===== config.mk =====
export PLATFORM = sky130hd
export DESIGN_NAME = base64_stream_encoder
export DESIGN_NICKNAME = d
export VERILOG_FILES = /design/src/rtl/core/b64e_pkg.sv /design/src/rtl/core/base64_stream_encoder.sv /design/src/rtl/core/b64e_front.sv /design/src/rtl/core/b64e_queue.sv /design/src/rtl/core/b64e_back.sv
export VERILOG_INCLUDE_DIRS = /design/src /design/src/rtl/core
export SDC_FILE = /design/constraint.sdc
export NUM_CORES = 1
export LEC_CHECK = 0
export BUFFER_PORTS_ARGS = -buffer_cell sky130_fd_sc_hd__buf_4
export CORE_ASPECT_RATIO = 2
export CORE_UTILIZATION = 45
export CTS_CLUSTER_SIZE = 10
export DETAILED_ROUTE_END_ITERATION = 6
export PLACE_DENSITY = 0.73
export SKIP_LAST_GASP = 1
export SYNTH_ARGS = -nofsm -noshare
export SYNTH_HDL_FRONTEND = slang
export SYNTH_SLANG_ARGS = --single-unit

===== constraint.sdc =====
create_clock -name clk -period 4.64 [get_ports clk]
set_clock_uncertainty 0.2 [all_clocks]
set_input_delay 0.928 -clock clk [delete_from_list [all_inputs] [get_ports clk]]
set_output_delay 0.928 -clock clk [all_outputs]
set_load 0.02 [all_outputs]

===== src/rtl/core/base64_stream_encoder_assert.svh =====
// assertion macros for the base64 stream encoder
`ifndef BASE64_STREAM_ENCODER_ASSERT_SVH
`define BASE64_STREAM_ENCODER_ASSERT_SVH
`ifndef SYNTHESIS
// property that must hold at every clock edge outside reset
`define B64E_ASSERT(lbl, ck, rs, prop, msg) \
  lbl: assert property (@(posedge ck) disable iff (rs) (prop)) else $error(msg);
// consequent that must hold in the cycle after the antecedent
`define B64E_ASSERT_NEXT(lbl, ck, rs, ante, cons, msg) \
  lbl: assert property (@(posedge ck) disable iff (rs) (ante) |=> (cons)) else $error(msg);
`else
`define B64E_ASSERT(lbl, ck, rs, prop, msg)
`define B64E_ASSERT_NEXT(lbl, ck, rs, ante, cons, msg)
`endif
`endif


===== src/rtl/core/b64e_pkg.sv =====
package b64e_pkg;

  // default number of entries between front and back
  localparam int B64E_QUEUE_DEPTH = 2;

  // ascii pad character
  localparam logic [7:0] PAD_CHAR = 8'h3D;

  // input transaction
  typedef struct packed {
    logic [7:0] data_byte;
    logic       end_of_message;
  } in_item_t;

  // output transaction
  typedef struct packed {
    logic [7:0] code_char;
    logic       final_char;
  } out_item_t;

  // one classified byte: up to four characters ready to send
  typedef struct packed {
    logic [3:0][7:0] chars;
    logic [1:0]      last_idx;
    logic            fin;
  } entry_t;

  // front status
  typedef struct packed {
    logic group_start;
  } front_status_t;

  // back status
  typedef struct packed {
    logic [1:0] char_idx;
    logic       pop;
  } back_status_t;

  // map a sextet onto the standard alphabet
  function automatic logic [7:0] sym(input logic [5:0] v);
    logic [7:0] wide;
    logic [7:0] res;
    wide = {2'b00, v};
    if (v < 6'd26) begin
      res = 8'h41 + wide;
    end else if (v < 6'd52) begin
      res = 8'h61 + wide - 8'd26;
    end else if (v < 6'd62) begin
      res = 8'h30 + wide - 8'd52;
    end else if (v == 6'd62) begin
      res = 8'h2B;
    end else begin
      res = 8'h2F;
    end
    return res;
  endfunction

endpackage


===== src/rtl/core/base64_stream_encoder.sv =====
// a byte's characters pass through the queue and then the output register
// throughput: one character per cycle while char_stall is low, set by the single output
//   register; a byte yields one to four characters (one or two, three for a phase-1
//   final byte, four for a phase-0 final byte)
// a two-entry queue lets bytes be accepted while earlier characters are still sent
// reset (rst, synchronous, active high) empties the queue and returns to group start
`include "base64_stream_encoder_assert.svh"

module base64_stream_encoder
  import b64e_pkg::*;
#(
  parameter int QueueDepth = B64E_QUEUE_DEPTH
) (
  input  logic      clk,
  input  logic      rst,
  input  logic      byte_valid,
  output logic      byte_stall,
  input  in_item_t  byte_item,
  output logic      char_valid,
  input  logic      char_stall,
  output out_item_t char_item
);

  entry_t        push_entry;
  entry_t        q_head;
  logic          push;
  logic          q_valid;
  logic          q_full;
  front_status_t f_stat;
  back_status_t  b_stat;
  logic          last_taken;
  logic          idx_ok;

  // byte intake and classification
  b64e_front u_front (
    .clk        (clk),
    .rst        (rst),
    .byte_valid (byte_valid),
    .byte_stall (byte_stall),
    .byte_item  (byte_item),
    .queue_full (q_full),
    .push       (push),
    .entry      (push_entry),
    .status     (f_stat)
  );

  // entries between front and back
  b64e_queue #(
    .Depth (QueueDepth)
  ) u_queue (
    .clk        (clk),
    .rst        (rst),
    .push       (push),
    .push_entry (push_entry),
    .pop        (b_stat.pop),
    .head       (q_head),
    .head_valid (q_valid),
    .full       (q_full)
  );

  // character output
  b64e_back u_back (
    .clk        (clk),
    .rst        (rst),
    .head       (q_head),
    .head_valid (q_valid),
    .char_valid (char_valid),
    .char_stall (char_stall),
    .char_item  (char_item),
    .status     (b_stat)
  );

  // terms for the checks
  assign last_taken = byte_valid && !byte_stall && byte_item.end_of_message;
  assign idx_ok     = !q_valid || (b_stat.char_idx <= q_head.last_idx);

  // checks
  `B64E_ASSERT_NEXT(a_last_restart, clk, rst, last_taken, f_stat.group_start, "no group restart")
  `B64E_ASSERT(a_idx_in_entry, clk, rst, idx_ok, "character index past end of entry")
  `B64E_ASSERT(a_pop_needs_entry, clk, rst, !b_stat.pop || q_valid, "pop from empty queue")

endmodule


===== src/rtl/core/b64e_front.sv =====
module b64e_front
  import b64e_pkg::*;
(
  input  logic          clk,
  input  logic          rst,
  input  logic          byte_valid,
  output logic          byte_stall,
  input  in_item_t      byte_item,
  input  logic          queue_full,
  output logic          push,
  output entry_t        entry,
  output front_status_t status
);

  typedef enum logic [1:0] {
    PH_FIRST,
    PH_SECOND,
    PH_THIRD
  } phase_t;

  phase_t     phase;
  phase_t     phase_next;
  logic [3:0] leftover;
  logic [3:0] leftover_next;

  // accept while the queue has room
  assign byte_stall = queue_full;
  assign push       = byte_valid && !queue_full;
  assign status.group_start = (phase == PH_FIRST);

  // classify the byte into its characters and the next group position
  always_comb begin
    logic [7:0] b;
    logic       last;
    b             = byte_item.data_byte;
    last          = byte_item.end_of_message;
    entry.chars   = '0;
    entry.last_idx = 2'd0;
    entry.fin     = last;
    phase_next    = phase;
    leftover_next = leftover;
    unique case (phase)
      PH_SECOND: begin
        entry.chars[0] = sym({leftover[1:0], b[7:4]});
        if (last) begin
          entry.chars[1] = sym({b[3:0], 2'b00});
          entry.chars[2] = PAD_CHAR;
          entry.last_idx = 2'd2;
        end else begin
          leftover_next = b[3:0];
          phase_next    = PH_THIRD;
        end
      end
      PH_THIRD: begin
        entry.chars[0] = sym({leftover, b[7:6]});
        entry.chars[1] = sym(b[5:0]);
        entry.last_idx = 2'd1;
        leftover_next  = 4'd0;
        phase_next     = PH_FIRST;
      end
      default: begin
        entry.chars[0] = sym(b[7:2]);
        if (last) begin
          entry.chars[1] = sym({b[1:0], 4'b0000});
          entry.chars[2] = PAD_CHAR;
          entry.chars[3] = PAD_CHAR;
          entry.last_idx = 2'd3;
        end else begin
          leftover_next = {2'b00, b[1:0]};
          phase_next    = PH_SECOND;
        end
      end
    endcase
    if (last) begin
      phase_next    = PH_FIRST;
      leftover_next = 4'd0;
    end
  end

  // group position and leftover bits
  always_ff @(posedge clk) begin
    if (rst) begin
      phase    <= PH_FIRST;
      leftover <= 4'd0;
    end else if (push) begin
      phase    <= phase_next;
      leftover <= leftover_next;
    end
  end

endmodule


===== src/rtl/core/b64e_queue.sv =====
module b64e_queue
  import b64e_pkg::*;
#(
  parameter int Depth = B64E_QUEUE_DEPTH
) (
  input  logic   clk,
  input  logic   rst,
  input  logic   push,
  input  entry_t push_entry,
  input  logic   pop,
  output entry_t head,
  output logic   head_valid,
  output logic   full
);

  localparam int PtrW = (Depth > 1) ? $clog2(Depth) : 1;
  localparam int CntW = $clog2(Depth + 1);

  entry_t             slots [Depth];
  logic [PtrW-1:0]    wr_ptr;
  logic [PtrW-1:0]    rd_ptr;
  logic [CntW-1:0]    count;

  assign head       = slots[rd_ptr];
  assign head_valid = (count != '0);
  assign full       = (count == CntW'(Depth));

  // storage
  always_ff @(posedge clk) begin
    if (push) begin
      slots[wr_ptr] <= push_entry;
    end
  end

  // pointers and fill count
  always_ff @(posedge clk) begin
    if (rst) begin
      wr_ptr <= '0;
      rd_ptr <= '0;
      count  <= '0;
    end else begin
      if (push) begin
        wr_ptr <= (wr_ptr == PtrW'(Depth - 1)) ? '0 : wr_ptr + 1'b1;
      end
      if (pop) begin
        rd_ptr <= (rd_ptr == PtrW'(Depth - 1)) ? '0 : rd_ptr + 1'b1;
      end
      case ({push, pop})
        2'b10:   count <= count + 1'b1;
        2'b01:   count <= count - 1'b1;
        default: count <= count;
      endcase
    end
  end

endmodule


===== src/rtl/core/b64e_back.sv =====
module b64e_back
  import b64e_pkg::*;
(
  input  logic         clk,
  input  logic         rst,
  input  entry_t       head,
  input  logic         head_valid,
  output logic         char_valid,
  input  logic         char_stall,
  output out_item_t    char_item,
  output back_status_t status
);

  logic [1:0] char_idx;
  logic       load;
  logic       at_last;

  // output register takes a new character when empty or being drained
  assign load    = head_valid && (!char_valid || !char_stall);
  assign at_last = (char_idx == head.last_idx);
  assign status.char_idx = char_idx;
  assign status.pop      = load && at_last;

  // output register and character index within the head entry
  always_ff @(posedge clk) begin
    if (rst) begin
      char_valid <= 1'b0;
      char_idx   <= 2'd0;
    end else if (load) begin
      char_valid           <= 1'b1;
      char_item.code_char  <= head.chars[char_idx];
      char_item.final_char <= head.fin && at_last;
      char_idx             <= at_last ? 2'd0 : char_idx + 2'd1;
    end else if (!char_stall) begin
      char_valid <= 1'b0;
    end
  end

endmodule


After elaboration in Yosys (flattened, before gate mapping)
Memory sizes are Yosys's and may differ from the RTL's. A register that Yosys moved wholly into a read port is not among the register bits. Index checks and enable logic that the tools add are counted.

Bits in registers: 22. RAM bits: 66. Bits of input ports: 13. Logic and storage cells: 133. Memories kept: 1.

Add/subtract/negate cells: 35. $lt $le $gt $ge: 19. Eq/ne operators: 11. Multiplexer cells: 45. Bitwise logic cells: 1. Reductions and logical operators: 12.

Memories: u_queue.slots (depth 2, width 33, rd ports 1, clocked after memory_dff 1, write ports 1, line b64e_queue.sv:19) `entry_t slots [Depth];`.

Operator list (number): 8-bit two-way mux (19); 7-bit by 6-bit adder with 8-bit output, first input constant (12); 6-bit < comparator, second input constant (12); 8-bit by 5-bit subtractor with 8-bit output, second input constant (6); 8-bit by 6-bit subtractor with 8-bit output, second input constant (6); 6-bit by 6-bit adder with 7-bit output, first input constant (6); 6-bit by 5-bit < comparator with 1-bit output, second input constant (6); 18-bit one-hot mux with 2 select lines (1); 6-bit == test, second input constant (4); 22-bit two-way mux (1); 8-bit binary-select mux with 2-bit select (1); 8-bit one-hot mux with 2 select lines (1); 14-bit two-way mux (1); 3-bit two-way mux (4); 1-bit two-way mux (8); 2-bit two-way mux (4); 2-bit one-hot mux with 2 select lines (2); 4-bit one-hot mux with 2 select lines (1); 2-bit == test, second input constant (3); 6-bit two-way mux (1); 2-bit by 1-bit adder with 2-bit output, second input constant (2); 2-bit by 1-bit == test with 1-bit output, second input constant (2); 1-bit logical AND (4); 4-bit two-way mux (1); 11 further kinds (15).

Logic depth before layout (Yosys ltp)
Depth after elaboration: 7. Gate-level depth with buffers: 9. Mapped depth without buffers: 7.

Modules after synthesis
A second synthesis with hierarchy kept.

Cells, all modules: 533. Area, all modules: 5794.3 sq um.

Modules (own cells, without submodules): b64e_queue (times used 1, cells each 131, area an instance 2728.9 sq um, seq. area each 2202.1 sq um); b64e_front (times used 1, cells each 361, area an instance 2417.3 sq um, seq. area each 120.1 sq um); b64e_back (times used 1, cells each 41, area an instance 648.1 sq um, seq. area each 330.3 sq um).

Worst setup path after synthesis
Ideal clock, no wire load.

Kind: input to register. Start point: input port byte_item[5] (netlist bit). End point: memory u_queue.slots[0][3] (netlist bit) (data pin). Arrival: 2.320 ns. Required time: 4.164 ns. Slack: 1.844 ns. Stages on the path: 9. Buffers on the path: 2. Cell sequence: buf_2 -> inv_1 -> ha_1 -> a211o_1 -> o21a_1 -> buf_6 -> nand2_1 -> mux2i_1 -> a22oi_1.

RTL lines: start, declared (line base64_stream_encoder.sv:18) `input in_item_t byte_item,`; end, declared (line b64e_queue.sv:19).

==> key figures <==
Cells and area
  • Layout cells sized above 1: 0.126
  • Antenna Cells: 0
  • Commonest non-fill, non-tap cell in the layout: edfxtp_1
  • Area growth syn-to-layout: 11.2%
  • Commonest non-fill, non-tap cells in the layout: edfxtp_1 (49), nand2_1 (36), nor2_1 (28)
  • Final nets: 526
  • Post-route cell area: 5110 um2

Route
  • Final ANT Viol Nets: 0
  • DRT Wirelength: 12900 um
  • WL/cell: 20.7 um
  • Initial DRC Count: 248
  • Via-to-Cell Ratio: 6.40
  • # DRC: 0
  • Drt first pass iters: 6
  • Vias: 3988

Setup path
  • Reg-to-reg endpoint: u_queue.slots[1][4]
  • R2R cell count: 7
  • Flop2flop setup slack: 1.38 ns
  • WP data required: 4.48 ns
  • CP Max Fanout: 18
  • Worst EP arrival: 3.14 ns
  • Worst R2R Start: u_front.leftover[0]
  • Crit path launch type: primary input
  • Crit Path Class: in -> reg
  • Crit end category: register

CTS
  • Clk_lat worst skew: 0.33 ns
  • CTS tree: yes
  • Longest Clk Path Bufs: 2
  • Post-CTS sizing: 0
  • Root buffer cell: clkbuf_16
  • Post-cts hold buffer count: 0
  • Clock-pin transition on the worst setup and hold timing paths: 0.05 ns
  • TritonCTS Buffers: 9
  • Number of buffers added for setup after CTS: 0
  • Htree depth: 3
  • Clk sinks: 63

Timing
  • Max_slew headroom: 0.473
  • Period utilisation layout: 0.710
  • Fin crit period: 3.30 ns
  • Final setup fails: 0
  • Setup total negative slack: 0 ns
  • Final count of hold timing violations: 0
  • Peak Freq: 0.303 GHz
  • Slew of the pin with the lowest slew margin: 0.782 ns
  • Unrepaired setup endpoints after global routing: false
  • Slew Viols, Final: 0

GRT
  • Vias in the first global route: 3952
  • Grt total ovfl: 0
  • First-pass GRT wire length: 20400 um
  • Overall routing resource usage: 0.263
  • Largest net degree at the start of global routing: 22
  • Initial antenna violation count: 0

Pwr
  • PwrDens: 434 nW/um2
  • Peak VDD IR: 0.222 mV
  • Leak: 1.79 nW

Synth
  • Distinct cells, synth: 64
  • Post-Syn Instances: 482
  • Syn avg cell area: 9.53 um2
  • Primary FF master, synth: edfxtp_1
  • Synth top area cells: edfxtp_1 (32%), ha_1 (7.4%), dfxtp_1 (6.1%)
  • YS warnings: 0
  • Number of enable flip-flop cells after synthesis: 49
  • Yosys reg bits: 63
  • Top cell type's share of synthesized area: 0.320
  • Synth Cell Area: 4590 um2
  • Ys async rst share: 0
  • Post-synthesis sequential area ratio: 0.381
  • Net count after synthesis: 522
  • Cell taking the most area after synthesis: edfxtp_1

Floorplan
  • Core area: 9830 um2
  • Vert. Die Dim: 145 um
  • Rows: 51
  • IO Count: 24
  • Die W: 73.5 um
  • Initial core utilization: 0.468
  • Die footprint: 10600 um2

Outcome
  • Outcome: finished, final reports clean

Place
  • Placed Area: 4790 um2
  • Gpl congestion: 1.12
  • Dpl hpwl: 9680 um
  • PortBufs: 23

Hold path
  • Tightest Hold Check Type: reg -> reg
  • Hold EP: u_back.char_valid
  • Hold Crit Depth: 2
  • Hold Path Origin: u_back.char_valid

Job
  • Max-cap violations: 0
[registers in the layout, summed over array words and instances (netlist names), named ones only]
signal and count:
u_queue.rd_ptr 1, u_queue.wr_ptr 1, u_queue.slots 40, u_back.char_idx 2, u_front.leftover 4, u_front.phase 2
u_back.char_item 9, u_queue.count 2, u_back.char_valid 1
[Yosys cell counts (all sizes together) (4+ instances only)]
master  count
nor3b       4
a22oi       8
nand2b     12
o32a        5
o21ai      33
o21a        5
inv        25
edfxtp     49
nand4       4
buf        23
nor2b      11
ha         27
nor3       13
a32oi       5
nor2       28
a21oi      24
a211oi      5
o21bai      4
xnor2      24
dfxtp      14
mux4        8
nand2      36
o311ai      6
and2        5
a31oi       7
a21o        5
mux2i       7
o211ai     10
xor2        4
nand3      20
clkbuf     10
[cell type report]
class	instances	area, um2
fillers	950	4720
multi-input cells	360	2580
flip-flops and latches	63	1750
clock buffers	14	285
repair buffers	26	195
well taps	132	165
inverters	26	97.6
clock inverters	2	35.0
[power breakdown]
group	internal [mW]	switching, mW
clock	0.476	0.223
sequential	0.773	0.0984
combinational	0.285	0.363
[worst max-delay path, stage by stage]
cell      delay (ns)
buf_4           0.22
ha_1            0.49
a211o_1         0.20
o21a_1          0.48
o21ai_1         0.13
a311oi_1        0.51
a32oi_1         0.16
[stage by stage]
stage               hold WS (ns)   util  instances  power [mW]  setup slack (ns)
floorplan                  0.271      -        482        1.34              1.84
global placement           0.261  0.488        607        1.51              1.01
detailed placement         0.276  0.488        607        1.53              1.10
CTS                        0.284  0.520        623        2.23              1.45
global route               0.333  0.520        623        2.32              1.28
finish                     0.278  0.520        623        2.22              1.34
[how the worst max path moves through the flow]
stage                                      to  slack (ns)  cells past startpoint    startpoint
after floorplan           u_queue.slots[0][3]        1.84                      9  byte_item[5]
final                     u_queue.slots[0][6]        1.34                      7  byte_item[6]
after global routing      u_queue.slots[0][6]        1.28                      7  byte_item[6]
after CTS                 u_queue.slots[0][6]        1.45                      7  byte_item[6]
after global placement    u_queue.slots[0][6]        1.01                      7  byte_item[6]
after detailed placement  u_queue.slots[0][6]        1.10                      7  byte_item[6]
[cells by family (layout without fill, tap and decap cells)]
kind of cell / Yosys count / after routing / synth area share
mux: 17 / 17 / 0.0594
buf+inv: 59 / 68 / 0.0569
compound gates: 147 / 147 / 0.224
xor+xnor: 28 / 28 / 0.0534
flops: 63 / 63 / 0.381
fa+ha+maj: 27 / 27 / 0.0735
simple gates: 141 / 141 / 0.151
[per-layer routing]
| metal | part of all wire | global-route usage |
|---|---|---|
| met1 | 0.33 | 0.254 |
| met2 | 0.55 | 0.487 |
| met3 | 0.053 | 0.0298 |
| met4 | 0.066 | 0.206 |
| met5 | 0 | 0 |
(Power assumes the default switching activity.)
